<file path="config.mk">
export PLATFORM = sky130hd
export DESIGN_NAME = dark_line_row_centroid_core
export DESIGN_NICKNAME = d
export VERILOG_FILES = /design/src/design/dlrc_pkg.sv /design/src/design/dark_line_row_centroid_core.sv /design/src/design/dlrc_row_tracker.sv /design/src/design/dlrc_divider.sv
export SDC_FILE = /design/constraint.sdc
export NUM_CORES = 1
export LEC_CHECK = 0
export ABC_AREA = 1
export BUFFER_PORTS_ARGS = -buffer_cell sky130_fd_sc_hd__buf_2
export CORE_ASPECT_RATIO = 0.75
export CORE_MARGIN = 2
export CORE_UTILIZATION = 25
export DETAILED_ROUTE_END_ITERATION = 10
export GPL_TIMING_DRIVEN = 0
export PLACE_DENSITY_LB_ADDON = 0.05
export SLEW_MARGIN = 10
export SYNTH_ARGS = -nofsm -noshare
export SYNTH_HDL_FRONTEND = slang
export SYNTH_HIERARCHICAL = 1
export SYNTH_SLANG_ARGS = --single-unit
</file>
<file path="constraint.sdc">
create_clock -name clk -period 4.3 [get_ports clk]
set_clock_uncertainty 0.2 [all_clocks]
set_input_delay 0.43 -clock clk [delete_from_list [all_inputs] [get_ports clk]]
set_output_delay 0.43 -clock clk [all_outputs]
set_load 0.1 [all_outputs]
</file>
<file path="src/design/dlrc_pkg.sv">
// Package for the dark line row centroid block.
// Holds the configuration register map, reset values, default sizes and the
// types shared by the row tracker, the divider and the top level.
`default_nettype none

package dlrc_pkg;

	// Default sizes, handed to the top-level parameters
	localparam int DefMaxRows  = 64;
	localparam int DefMaxWidth = 256;

	// Configuration register map
	typedef enum logic [1:0] {
		REG_DARK_THRESHOLD = 2'd0,
		REG_STUCK_VALUE    = 2'd1,
		REG_STUCK_COLUMN   = 2'd2,
		REG_MIN_ROWS       = 2'd3
	} cfg_index_t;

	// Register values after reset
	localparam logic [7:0] RstDarkThreshold = 8'd50;
	localparam logic [7:0] RstStuckValue    = 8'd16;
	localparam logic [7:0] RstStuckColumn   = 8'd174;
	localparam logic [6:0] RstMinRows       = 7'd2;

	// Row minimum value at the start of a row
	localparam logic [7:0] RowMinInit = 8'd255;

	typedef struct packed {
		logic [7:0] dark_threshold;
		logic [7:0] stuck_value;
		logic [7:0] stuck_column;
		logic [6:0] min_rows;
	} cfg_t;

	// Divider sequencer states
	typedef enum logic [2:0] {
		DIV_IDLE = 3'b001,
		DIV_RUN  = 3'b010,
		DIV_DONE = 3'b100
	} div_state_t;

	// Divider status seen by the top level
	typedef struct packed {
		logic busy;
		logic done;
	} div_stat_t;

endpackage

`default_nettype wire

</file>
<file path="src/design/dark_line_row_centroid_core.sv">
// Top level of the dark line row centroid block: configuration registers,
// row tracker, divider and result register.
// Depends on dlrc_pkg, dlrc_row_tracker and dlrc_divider.
//
// Usage: pixels arrive on the pixel channel (pixel_valid/pixel_stall) in
// row-major order, one word per cycle, with row_end on the last pixel of a
// row and frame_end on the last pixel of the frame. Within a frame the block
// takes one pixel per cycle and never stalls. A frame-end word starts the
// mean-column division: the divider yields one quotient bit per cycle of a
// quotient of SumW = clog2(MAX_ROWS * (MAX_WIDTH - 1) + 1) bits (14 by
// default), and the result word then appears on the result channel.
// pixel_stall is high from the acceptance of the frame-end word until the
// result enters the output register. If the receiver holds result_stall,
// the result waits in the output register while the next frame's pixels
// keep flowing; only the following frame's result then waits in the divider
// for it to be taken. Reset clears the row tracker and divider state and
// result_valid, and returns the configuration registers to their defaults.
// Configuration is written through cfg_write, cfg_index and cfg_data; the
// user must write it only while the block is idle, as the block does not enforce this.
`default_nettype none

module dark_line_row_centroid_core #(
	parameter int MAX_ROWS  = dlrc_pkg::DefMaxRows,
	parameter int MAX_WIDTH = dlrc_pkg::DefMaxWidth
) (
	input  wire logic       clk,
	input  wire logic       arst_n,
	input  wire logic       cfg_write,
	input  wire logic [1:0] cfg_index,
	input  wire logic [7:0] cfg_data,
	input  wire logic       pixel_valid,
	output logic            pixel_stall,
	input  wire logic [7:0] pixel_value,
	input  wire logic       row_end,
	input  wire logic       frame_end,
	output logic            result_valid,
	input  wire logic       result_stall,
	output logic [7:0]      mean_column,
	output logic            line_found,
	output logic [6:0]      row_count,
	output logic [8:0]      row_width
);
	import dlrc_pkg::*;

	localparam int SumW = $clog2(MAX_ROWS * (MAX_WIDTH - 1) + 1);
	localparam int RowW = $clog2(MAX_ROWS + 1);

	cfg_t            cfg_q;
	logic            accept;
	logic            frame_accept;
	logic [SumW-1:0] frame_sum;
	logic [RowW-1:0] frame_rows;
	logic [8:0]      frame_width;
	div_stat_t       div_stat;
	logic [SumW-1:0] quotient;
	logic            load;

	logic            found_q;
	logic [6:0]      rows_q;
	logic [8:0]      width_q;

	always_ff @(posedge clk or negedge arst_n) begin
		if (!arst_n) begin
			cfg_q.dark_threshold <= RstDarkThreshold;
			cfg_q.stuck_value    <= RstStuckValue;
			cfg_q.stuck_column   <= RstStuckColumn;
			cfg_q.min_rows       <= RstMinRows;
		end else if (cfg_write) begin
			unique case (cfg_index)
				REG_DARK_THRESHOLD: cfg_q.dark_threshold <= cfg_data;
				REG_STUCK_VALUE:    cfg_q.stuck_value    <= cfg_data;
				REG_STUCK_COLUMN:   cfg_q.stuck_column   <= cfg_data;
				REG_MIN_ROWS:       cfg_q.min_rows       <= cfg_data[6:0];
				default: ;
			endcase
		end
	end

	assign pixel_stall  = div_stat.busy | div_stat.done;
	assign accept       = pixel_valid & ~pixel_stall;
	assign frame_accept = accept & frame_end;

	dlrc_row_tracker #(
		.MAX_ROWS  (MAX_ROWS),
		.MAX_WIDTH (MAX_WIDTH),
		.SumW      (SumW),
		.RowW      (RowW)
	) u_tracker (
		.clk         (clk),
		.arst_n      (arst_n),
		.cfg         (cfg_q),
		.accept      (accept),
		.pixel_value (pixel_value),
		.row_end     (row_end),
		.frame_end   (frame_end),
		.frame_sum   (frame_sum),
		.frame_rows  (frame_rows),
		.frame_width (frame_width)
	);

	dlrc_divider #(
		.DividendW (SumW),
		.DivisorW  (RowW)
	) u_divider (
		.clk      (clk),
		.arst_n   (arst_n),
		.start    (frame_accept),
		.dividend (frame_sum),
		.divisor  (frame_rows),
		.ack      (load),
		.stat     (div_stat),
		.quotient (quotient)
	);

	// Frame summary held while the division runs
	always_ff @(posedge clk) begin
		if (frame_accept) begin
			found_q <= (frame_rows != '0) && (8'(frame_rows) >= 8'(cfg_q.min_rows));
			rows_q  <= 7'(frame_rows);
			width_q <= frame_width;
		end
	end

	assign load = div_stat.done & (~result_valid | ~result_stall);

	always_ff @(posedge clk or negedge arst_n) begin
		if (!arst_n) begin
			result_valid <= 1'b0;
		end else if (load) begin
			result_valid <= 1'b1;
		end else if (!result_stall) begin
			result_valid <= 1'b0;
		end
	end

	// A mean is only given when the line is found; otherwise it reads zero
	always_ff @(posedge clk) begin
		if (load) begin
			mean_column <= found_q ? 8'(quotient) : 8'd0;
			line_found  <= found_q;
			row_count   <= rows_q;
			row_width   <= width_q;
		end
	end

	a_frame_starts_div: assert property (@(posedge clk) disable iff (!arst_n)
		frame_accept |=> div_stat.busy)
		else $error("frame end accepted without starting the division");

	a_div_status_exclusive: assert property (@(posedge clk) disable iff (!arst_n)
		!(div_stat.busy && div_stat.done))
		else $error("divider reports busy and done together");

	a_load_gives_result: assert property (@(posedge clk) disable iff (!arst_n)
		load |=> (result_valid && !div_stat.done && !div_stat.busy))
		else $error("result load did not reach the output register");

	a_no_pixel_while_dividing: assert property (@(posedge clk) disable iff (!arst_n)
		(div_stat.busy || div_stat.done) |-> !accept)
		else $error("pixel accepted while a frame result is pending");

endmodule

`default_nettype wire

</file>
<file path="src/design/dlrc_row_tracker.sv">
// Per-pixel row tracker: running row minimum, row width and frame totals.
// Depends on dlrc_pkg for the configuration struct and reset constants.
`default_nettype none

module dlrc_row_tracker #(
	parameter int MAX_ROWS  = dlrc_pkg::DefMaxRows,
	parameter int MAX_WIDTH = dlrc_pkg::DefMaxWidth,
	parameter int SumW      = $clog2(MAX_ROWS * (MAX_WIDTH - 1) + 1),
	parameter int RowW      = $clog2(MAX_ROWS + 1)
) (
	input  wire logic             clk,
	input  wire logic             arst_n,
	input  wire dlrc_pkg::cfg_t   cfg,
	input  wire logic             accept,
	input  wire logic [7:0]       pixel_value,
	input  wire logic             row_end,
	input  wire logic             frame_end,
	output logic [SumW-1:0]       frame_sum,
	output logic [RowW-1:0]       frame_rows,
	output logic [8:0]            frame_width
);
	import dlrc_pkg::*;

	localparam int ColW = $clog2(MAX_WIDTH + 1);

	logic [ColW-1:0] col_q;
	logic [7:0]      min_value_q;
	logic [7:0]      min_column_q;
	logic [SumW-1:0] sum_q;
	logic [RowW-1:0] rows_q;
	logic [ColW-1:0] last_width_q;

	logic            in_row;
	logic            take;
	logic [7:0]      min_value_nxt;
	logic [7:0]      min_column_nxt;
	logic [ColW-1:0] col_nxt;
	logic            close_row;
	logic            qualify;
	logic [SumW-1:0] sum_nxt;
	logic [RowW-1:0] rows_nxt;
	logic [ColW-1:0] width_nxt;

	always_comb begin
		in_row = col_q < ColW'(MAX_WIDTH);
		take   = in_row && (pixel_value < min_value_q) && (pixel_value != cfg.stuck_value)
			&& (9'(col_q) != 9'(cfg.stuck_column));
		min_value_nxt  = take ? pixel_value : min_value_q;
		min_column_nxt = take ? 8'(col_q) : min_column_q;
		col_nxt        = in_row ? col_q + ColW'(1) : col_q;
		close_row      = row_end || frame_end;
		// Rows past the limit are dropped rather than counted
		qualify  = close_row && (min_value_nxt < cfg.dark_threshold)
			&& (rows_q < RowW'(MAX_ROWS));
		sum_nxt  = qualify ? sum_q + SumW'(min_column_nxt) : sum_q;
		rows_nxt = qualify ? rows_q + RowW'(1) : rows_q;
		width_nxt = close_row ? col_nxt : last_width_q;
	end

	assign frame_sum   = sum_nxt;
	assign frame_rows  = rows_nxt;
	assign frame_width = 9'(width_nxt);

	always_ff @(posedge clk or negedge arst_n) begin
		if (!arst_n) begin
			col_q        <= '0;
			min_value_q  <= RowMinInit;
			min_column_q <= '0;
			sum_q        <= '0;
			rows_q       <= '0;
			last_width_q <= '0;
		end else if (accept) begin
			last_width_q <= width_nxt;
			if (close_row) begin
				col_q        <= '0;
				min_value_q  <= RowMinInit;
				min_column_q <= '0;
			end else begin
				col_q        <= col_nxt;
				min_value_q  <= min_value_nxt;
				min_column_q <= min_column_nxt;
			end
			if (frame_end) begin
				sum_q  <= '0;
				rows_q <= '0;
			end else begin
				sum_q  <= sum_nxt;
				rows_q <= rows_nxt;
			end
		end
	end

endmodule

`default_nettype wire

</file>
<file path="src/design/dlrc_divider.sv">
// Restoring divider, one quotient bit per cycle under a small sequencer.
// Depends on dlrc_pkg for the sequencer state and status types.
`default_nettype none

module dlrc_divider #(
	parameter int DividendW = 14,
	parameter int DivisorW  = 7
) (
	input  wire logic                  clk,
	input  wire logic                  arst_n,
	input  wire logic                  start,
	input  wire logic [DividendW-1:0]  dividend,
	input  wire logic [DivisorW-1:0]   divisor,
	input  wire logic                  ack,
	output dlrc_pkg::div_stat_t        stat,
	output logic [DividendW-1:0]       quotient
);
	import dlrc_pkg::*;

	localparam int CntW = $clog2(DividendW + 1);

	div_state_t           state_q;
	logic [CntW-1:0]      cnt_q;
	logic [DivisorW-1:0]  rem_q;
	logic [DividendW-1:0] quo_q;
	logic [DivisorW-1:0]  den_q;

	logic [DivisorW:0]    shifted;
	logic                 fits;

	always_comb begin
		shifted = {rem_q, quo_q[DividendW-1]};
		fits    = shifted >= {1'b0, den_q};
	end

	assign stat.busy = state_q == DIV_RUN;
	assign stat.done = state_q == DIV_DONE;
	assign quotient  = quo_q;

	always_ff @(posedge clk or negedge arst_n) begin
		if (!arst_n) begin
			state_q <= DIV_IDLE;
			cnt_q   <= '0;
		end else begin
			unique case (state_q)
				DIV_IDLE: begin
					if (start) begin
						state_q <= DIV_RUN;
						cnt_q   <= CntW'(DividendW);
					end
				end
				DIV_RUN: begin
					cnt_q <= cnt_q - CntW'(1);
					if (cnt_q == CntW'(1)) begin
						state_q <= DIV_DONE;
					end
				end
				DIV_DONE: begin
					if (ack) begin
						state_q <= DIV_IDLE;
					end
				end
				default: state_q <= DIV_IDLE;
			endcase
		end
	end

	// The dividend shifts out of the top of quo_q as quotient bits shift in
	always_ff @(posedge clk) begin
		if (state_q == DIV_IDLE && start) begin
			rem_q <= '0;
			quo_q <= dividend;
			den_q <= divisor;
		end else if (state_q == DIV_RUN) begin
			rem_q <= fits ? DivisorW'(shifted - {1'b0, den_q}) : DivisorW'(shifted);
			quo_q <= {quo_q[DividendW-2:0], fits};
		end
	end

endmodule

`default_nettype wire
</file>
# After elaboration in Yosys (flattened, before gate mapping)
# Cells that the tools add are included.
[word_totals] reg_bits=164 wordCells=95
[classes] n_addsub=5 n_lt_le_gt_ge=6 eq_ne=13 n_mux=22 n_bitwise=8 reduce_logical=18
[ops] operator="$mux 14" n=4
[ops] operator="$mux 8" n=4
[ops] operator="$mux 9" n=3
[ops] operator="$mux 7" n=3
[ops] operator="$lt 8x8->1" n=2
[ops] operator="$add 14x8->14" n=1
[ops] operator="$reduce_and 2->1" n=5
[ops] operator="$add 9x1->9 const B" n=1
[ops] operator="$lt 9x9->1 const B" n=1
[ops] operator="$mux 3" n=3
[ops] operator="$ne 9x8->1" n=1
[ops] operator="$pmux 3 s3" n=1
[ops] operator="$ge 8x7->1" n=1
[ops] operator="$ne 2x1->1 const B" n=4
[ops] operator="$ne 8x8->1" n=1
[ops] operator="$pmux 4 s2" n=1
[ops] operator="$add 7x1->7 const B" n=1
[ops] operator="$ge 7x7->1" n=1
[ops] operator="$logic_and 1x1->1" n=7
[ops] operator="$lt 7x7->1 const B" n=1
[ops] operator="$reduce_bool 7->1" n=1
[ops] operator="$sub 7x7->7" n=1
[ops] operator="$eq 2x2->1 const B" n=2
[ops] operator="$eq 4x1->1 const B" n=1
[ops] operator="14 further kinds" n=21

# Logic depth before layout (Yosys ltp)
[logic_depth] ltp_word=11 mapped_depth=29

# By module
# Netlist, hierarchy kept.
[modules_own_cells] module="dlrc_row_tracker" instances=1 cells_each=574 area_each_um2=4018.9
[modules_own_cells] module="dark_line_row_centroid_core" instances=1 cells_each=218 area_each_um2=2808.9
[modules_own_cells] module="dlrc_divider" instances=1 cells_each=220 area_each_um2=1905.6

# Worst setup path before layout
# OpenSTA, ideal clock, no wires.
[synth_path] kind="register -> register" startpoint="reg u_tracker.min_value_q[7]" endpoint="reg found_q (data pin)" t_arrival_ns=3.849 slack_ns=-0.007 path_stages_with_launch=26 synth_period_minus_slack_ns=4.307 path_cell_list="dfstp_2 -> inv_1 -> ha_1 -> nand2_1 -> inv_1 -> nand3_1 -> nand4_1 -> nor2_1 -> nand3_2 -> clkbuf_1 -> a21oi_1 -> ha_1 -> a21oi_1 -> nand3_1 -> a31o_2 -> a41oi_1 -> clkbuf_1 -> nand3_1 -> and2_1 -> ha_1 -> nand2_1 -> inv_1 -> nand2_1 -> nand2_1 -> nand2_1 -> a21oi_1"
[synth_via] elab_chain_len=11 word_cells_on_any_way=12 classes_between="order compare (3); mux (2); reduce/logical (7)"
[synth_rtl] item="start, declared" line_no="dlrc_row_tracker.sv:27" rtl="logic [7:0] min_value_q;"
[synth_rtl] item="start signal, assigned" line_no="dlrc_row_tracker.sv:67" rtl="min_value_q <= RowMinInit;"
[synth_rtl] item="start signal, assigned" line_no="dlrc_row_tracker.sv:76" rtl="min_value_q <= RowMinInit;"
[synth_rtl] item="start signal, assigned" line_no="dlrc_row_tracker.sv:80" rtl="min_value_q <= min_value_nxt;"
[synth_rtl] item="$lt 8x8->1" line_no="dlrc_row_tracker.sv:46" rtl="take = in_row && (pixel_value < min_value_q) && (pixel_value != cfg.stuck_value)"
[synth_rtl] item="$logic_and 1x1->1 (2 in series)" line_no="dlrc_row_tracker.sv:46"
[synth_rtl] item="$logic_and 1x1->1" line_no="dlrc_row_tracker.sv:47" rtl="&& (9'(col_q) != 9'(cfg.stuck_column));"
[synth_rtl] item="$mux 8 (*)" line_no="dlrc_row_tracker.sv:48" rtl="min_value_nxt = take ? pixel_value : min_value_q;"
[synth_rtl] item="$lt 8x8->1 (*)" line_no="dlrc_row_tracker.sv:53" rtl="qualify = close_row && (min_value_nxt < cfg.dark_threshold)"
[synth_rtl] item="$logic_and 1x1->1 (*)" line_no="dlrc_row_tracker.sv:53"
[synth_rtl] item="$logic_and 1x1->1 (*)" line_no="dlrc_row_tracker.sv:54" rtl="&& (rows_q < RowW'(MAX_ROWS));"
[synth_rtl] item="$mux 7 (*)" line_no="dlrc_row_tracker.sv:56" rtl="rows_nxt = qualify ? rows_q + RowW'(1) : rows_q;"
[synth_rtl] item="named net frame_rows[2]" line_no="dark_line_row_centroid_core.sv:52" rtl="logic [RowW-1:0] frame_rows;"
[synth_rtl] item="$ge 7x7->1 or $reduce_bool 7->1 (tied branches)" line_no="dark_line_row_centroid_core.sv:118" rtl="found_q <= (frame_rows != '0) && (8'(frame_rows) >= 8'(cfg_q.min_rows));"
[synth_rtl] item="$logic_and 1x1->1 (*)" line_no="dark_line_row_centroid_core.sv:118"
[synth_rtl] item="end signal, assigned" line_no="dark_line_row_centroid_core.sv:118"
[synth_rtl] item="end, declared" line_no="dark_line_row_centroid_core.sv:58" rtl="logic found_q;"
# The timed path passes the listed nets; every way through them passes the cells marked *.
# A chain may end at the register's enable or synchronous reset.

# Worst setup path after layout
[layout_path] startpoint="reg u_tracker.min_value_q[6]" endpoint="reg found_q (data pin)"
# Same word-level chain as after synthesis.

==> results_tabular.tex <==
\begin{tabular}{lr}
\hline
Metric & Value \\
\hline
\multicolumn{2}{l}{\textbf{Critical path}} \\
Cell type of the slowest stage on the worst timing path & sky130\_fd\_sc\_hd\_\_dfstp\_2 \\
Reg-to-reg slack, setup & -30 ps \\
Register-to-Register Path Depth & 27 \\
Highest cell delay on the worst timing path & between 500 and 600 ps \\
Path length in cells of the critical path & 27 \\
Worst path top cell family by delay & simple AND/OR/NAND/NOR gates \\
Setup crit end kind & flop \\
Crit-path max FO & 4 \\
Critical Path Source Type & flop \\
Category of the critical setup timing path & flop to flop \\
Most used cell along the critical path & sky130\_fd\_sc\_hd\_\_nand2\_1 \\
Worst EP arrival & 4400 ps \\
Endpoint of the most critical register-to-register path & found\_q\$\_DFFE\_PP\_ \\
Beginning of the critical path & u\_tracker/min\_value\_q[6]\$\_DFFE\_PN1P\_ \\
Critical Path End & found\_q\$\_DFFE\_PP\_ \\
Reg2reg start & u\_tracker/min\_value\_q[6]\$\_DFFE\_PN1P\_ \\
Buffer and inverter count on the worst path & 6 \\
Required time of the critical path & about 4400 ps \\
\multicolumn{2}{l}{\textbf{CTS}} \\
Clk buf depth & 2 \\
TritonCTS clock tree & done \\
Inserted Clock Buffers & 17 \\
Clock network latency to the later pin of the worst-skew pair & $\sim$440 ps \\
Clock edge transition at the registers on the reported setup and hold paths & 70 ps \\
Cell chosen for the clock root & sky130\_fd\_sc\_hd\_\_clkbuf\_16 \\
Clk sinks & roughly 160 \\
Count of H-tree levels built during CTS & 4 \\
\multicolumn{2}{l}{\textbf{Timing}} \\
Final WS setup & -28.7 ps \\
Minimum period implied by the final worst setup slack & approximately 4300 ps \\
Setup repair after global routing missed its margin & true \\
Endpoints failing hold & 0 \\
Top achievable clock speed & approximately 230 MHz \\
Final setup violation count & 1 \\
Fin. max-slew vios & 0 \\
Post-route fraction of the period consumed by the critical path & 101\% \\
Worst slew pin tran & 737 ps \\
Relative max-transition margin & about half \\
\multicolumn{2}{l}{\textbf{Floorplanning}} \\
Overall die width & between 200 and 250 µm \\
Starting Density & approximately a quarter \\
Total Die Area & between 0.03 and 0.04 mm² \\
Count of pins on the block boundary & 52 \\
Overall die height & approximately 170 µm \\
Number of rows created at floorplan & approximately 60 \\
Area of the core & around 0.035 mm² \\
\multicolumn{2}{l}{\textbf{GRT}} \\
Vias in the first global route & roughly 6,800 \\
Maximum number of pins on one net before global-route repair & 74 \\
Global route overflow & 0 \\
Global routing usage summed across all routing layers & 14.4\% \\
Number of antenna violations at the first check in global routing & 0 \\
Wire length of the first global-routing pass & a little under 40,000 µm \\
\multicolumn{2}{l}{\textbf{Synth}} \\
Post-synthesis async set-or-reset flop share & approximately 57\% \\
Share of the yosys chip area belonging to registers & 50.5\% \\
Post-synth cell types & just under 50 \\
Post-synthesis cell area & between 0.008 and 0.009 mm² \\
Number of storage elements in the synthesis netlist & 164 \\
Number of enable-type register cells in the synthesized netlist & 63 \\
Mapped Nets & roughly 1,100 \\
Predominant post-synthesis flop cell & sky130\_fd\_sc\_hd\_\_dfrtp\_1 \\
Mean instance size in the synthesized netlist & around 8.6 µm² \\
Gate count after technology mapping & 1,012 \\
Yosys warning total & 6 \\
\multicolumn{2}{l}{\textbf{Detailed routing}} \\
Total Wirelength & roughly 25,000 µm \\
Number of detailed-routing iterations run before antenna repair & 5 \\
Via count of the routed design & slightly below 7,000 \\
Mean routed wirelength per cell & 15.5 µm \\
DRC violation count after routing & 0 \\
Initial drt markers & 345 \\
Avg Vias per Cell & between 4 and 5 \\
DRT antenna net count & 0 \\
\multicolumn{2}{l}{\textbf{Pwr}} \\
Net load switching power & between 0.002 and 0.0025 W \\
Power density of the placed cells & between 500 and 600 mW/mm² \\
Part of the power in registers & about two fifths \\
Total leakage power & roughly 5.1 nW \\
Overall power of the completed layout & about 0.0055 W \\
Peak ir drop on the vdd network & 0.299 mV \\
Relative contribution of combinational cells to total power & about 34\% \\
Net Sw Frac & between 30\% and 40\% \\
Cell internal pwr & roughly 0.0034 W \\
Share of power burned in the clock network & $\sim$28\% \\
\multicolumn{2}{l}{\textbf{Outcome}} \\
Failing checks & negative setup slack \\
Status & complete, but fails checks \\
\multicolumn{2}{l}{\textbf{Finish}} \\
Antenna Diode Count & 0 \\
Number of nets in the layout & 1,180 \\
Area overhead of the layout relative to synthesis & 23.4\% \\
Proportion of layout cells with a drive suffix above 1 & between 20 and 25\% \\
\multicolumn{2}{l}{\textbf{Min path}} \\
Classification of the worst-slack hold path & input pin to flop \\
\multicolumn{2}{l}{\textbf{Place}} \\
Quantity of I/O buffers inserted on ports & 51 \\
Final weighted congestion in routability-driven placement & 0.754 \\
Worst slack at placement & -1310 ps \\
Detailed placer's ending HPWL & between 15,000 and 20,000 µm \\
\multicolumn{2}{l}{\textbf{Run}} \\
Maxcap violations & 0 \\
\hline
\end{tabular}
how the worst min path moves through the flow:
stage | startpoint | endpoint | slack (ps) | cells after the start
5_1_grt | result_stall | result_valid$_DFFE_PN0P_ | 50 | 3
4_1_cts | result_stall | result_valid$_DFFE_PN0P_ | 9 | 3
3_3_place_gp | rows_q[2]$_DFFE_PP_ | row_count[2]$_DFFE_PP_ | 200 | 0
3_5_place_dp | arst_n | cfg_q[25]$_DFFE_PN0P_ | 120 | 1
6_report | result_stall | result_valid$_DFFE_PN0P_ | 40 | 3
2_1_floorplan | arst_n | cfg_q[0]$_DFFE_PN0P_ | -70 | 0
cells in the final DEF, fill, tap and decap left out, types with 5 or more instances in the layout:
cell,synthesis,routed
sky130_fd_sc_hd__nand2_1,330,320
sky130_fd_sc_hd__inv_1,126,120
sky130_fd_sc_hd__dfrtp_1,75,75
sky130_fd_sc_hd__edfxtp_1,63,63
sky130_fd_sc_hd__nand3_1,62,60
sky130_fd_sc_hd__buf_2,3,53
sky130_fd_sc_hd__nor2_1,37,33
sky130_fd_sc_hd__ha_1,40,33
sky130_fd_sc_hd__nand2_2,23,30
sky130_fd_sc_hd__buf_4,2,27
sky130_fd_sc_hd__o21ai_0,29,26
sky130_fd_sc_hd__o21ai_1,23,25
sky130_fd_sc_hd__dfstp_2,19,19
sky130_fd_sc_hd__clkbuf_16,0,19
sky130_fd_sc_hd__xor2_1,17,17
sky130_fd_sc_hd__xnor2_1,16,16
sky130_fd_sc_hd__a21oi_1,23,14
sky130_fd_sc_hd__o22ai_1,14,14
sky130_fd_sc_hd__inv_2,9,13
sky130_fd_sc_hd__clkbuf_1,17,13
sky130_fd_sc_hd__buf_6,6,10
sky130_fd_sc_hd__o21ai_2,9,9
sky130_fd_sc_hd__nand3b_1,8,8
sky130_fd_sc_hd__nand4_1,7,7
sky130_fd_sc_hd__dfxtp_1,7,7
sky130_fd_sc_hd__a21oi_2,0,6
sky130_fd_sc_hd__nand3_2,5,6
sky130_fd_sc_hd__inv_6,0,6
sky130_fd_sc_hd__ha_4,0,5
sky130_fd_sc_hd__and2_1,9,5
what timing repair did:
item                                    CTS  global route
endpoints found under the setup margin   50            11
resized for setup                        45            38
endpoints found under the hold margin    21             0
pin swaps                                12            32
hold buffers                              1             0
buffers inserted                         15            12
tightest hold or removal path: cells and delay by family:
kind,cells,cell delay [ps]
buffers and inverters,1,110
AND/OR/NAND/NOR,2,100
cell type report:
class	instances	area, µm²
buffer	29	244
clock buffer	18	429
clock inverter	14	143
fill	3693	23800
inverter	136	515
multi-input combinational	682	3900
sequential	164	4410
tap	457	572
timing repair buffer	83	564
flip-flops by register name, summed over array words and instances (netlist names), 8 cells and up:
name                    count
cfg_q                      31
mean_column                 8
row_width                   9
u_tracker/min_value_q       8
u_tracker/col_q             9
u_tracker/sum_q            14
u_tracker/last_width_q      9
u_tracker/min_column_q      8
width_q                     9
u_divider/quotient         14
cell usage after synthesis, types with 3 or more instances:
cell | n | area [µm²]
sky130_fd_sc_hd__nand4_1 | 7 | 43.8
sky130_fd_sc_hd__nand2_2 | 23 | 144
sky130_fd_sc_hd__a21oi_1 | 23 | 115
sky130_fd_sc_hd__edfxtp_1 | 63 | 1890
sky130_fd_sc_hd__and2_1 | 9 | 56.3
sky130_fd_sc_hd__clkbuf_1 | 17 | 63.8
sky130_fd_sc_hd__ha_1 | 40 | 500
sky130_fd_sc_hd__dfxtp_1 | 7 | 140
sky130_fd_sc_hd__inv_2 | 9 | 33.8
sky130_fd_sc_hd__inv_1 | 126 | 473
sky130_fd_sc_hd__nand3b_1 | 8 | 60.1
sky130_fd_sc_hd__nand3_2 | 5 | 50.1
sky130_fd_sc_hd__dfstp_2 | 19 | 499
sky130_fd_sc_hd__xnor2_1 | 16 | 140
sky130_fd_sc_hd__o21ai_0 | 29 | 145
sky130_fd_sc_hd__o21ai_1 | 23 | 115
sky130_fd_sc_hd__nand3_1 | 62 | 310
sky130_fd_sc_hd__o21ai_2 | 9 | 78.8
sky130_fd_sc_hd__nand2_1 | 330 | 1240
sky130_fd_sc_hd__o22ai_1 | 14 | 87.6
sky130_fd_sc_hd__buf_6 | 6 | 67.6
sky130_fd_sc_hd__nor3_1 | 4 | 20.0
sky130_fd_sc_hd__a31oi_1 | 3 | 18.8
sky130_fd_sc_hd__dfrtp_1 | 75 | 1880
sky130_fd_sc_hd__buf_2 | 3 | 15.0
sky130_fd_sc_hd__xor2_1 | 17 | 149
sky130_fd_sc_hd__nor2_1 | 37 | 139
per-stage QoR:
stage	area, µm²	hold slack [ps]	instances	util [%]	setup TNS [ps]
after floorplan	8730	-65.6	1012	-	0
after global placement	9560	205	1520	27.7	-120830
after detailed placement	9660	120	1524	28.0	-22180
after CTS	10500	9.27	1571	30.5	-291
after global routing	10800	45.5	1583	31.2	-557
final	10800	42.6	1583	31.2	-28.7
cells by family (layout without fill, tap and decap cells):
| family | count (synthesis) | after routing | synth area share, % |
|---|---|---|---|
| simple gates | 495 | 495 | 24.6 |
| buf+inv | 166 | 280 | 7.89 |
| flops | 164 | 164 | 50.5 |
| compound gates | 112 | 112 | 7.54 |
| fa+ha+maj | 42 | 42 | 6.19 |
| xor+xnor | 33 | 33 | 3.31 |
power by group through the flow:
stage	clock network (W)	registers (W)	logic, W
after floorplan	0	0.00217	0.00107
after global placement	0	0.00212	0.00160
after detailed placement	0	0.00212	0.00161
after CTS	0.00160	0.00209	0.00179
after global routing	0.00166	0.00213	0.00211
final	0.00154	0.00209	0.00184
layer usage:
metal / vias up / wire length, µm / track usage (%)
met5: - / 0 / 0
met3: 12 / 646 / 2.80
met1: 3216 / 13600 / 22.1
li1: 3471 / - / -
met2: 61 / 10100 / 20.4
met4: 0 / 218 / 3.59
Power figures use the tool's default switching activity.
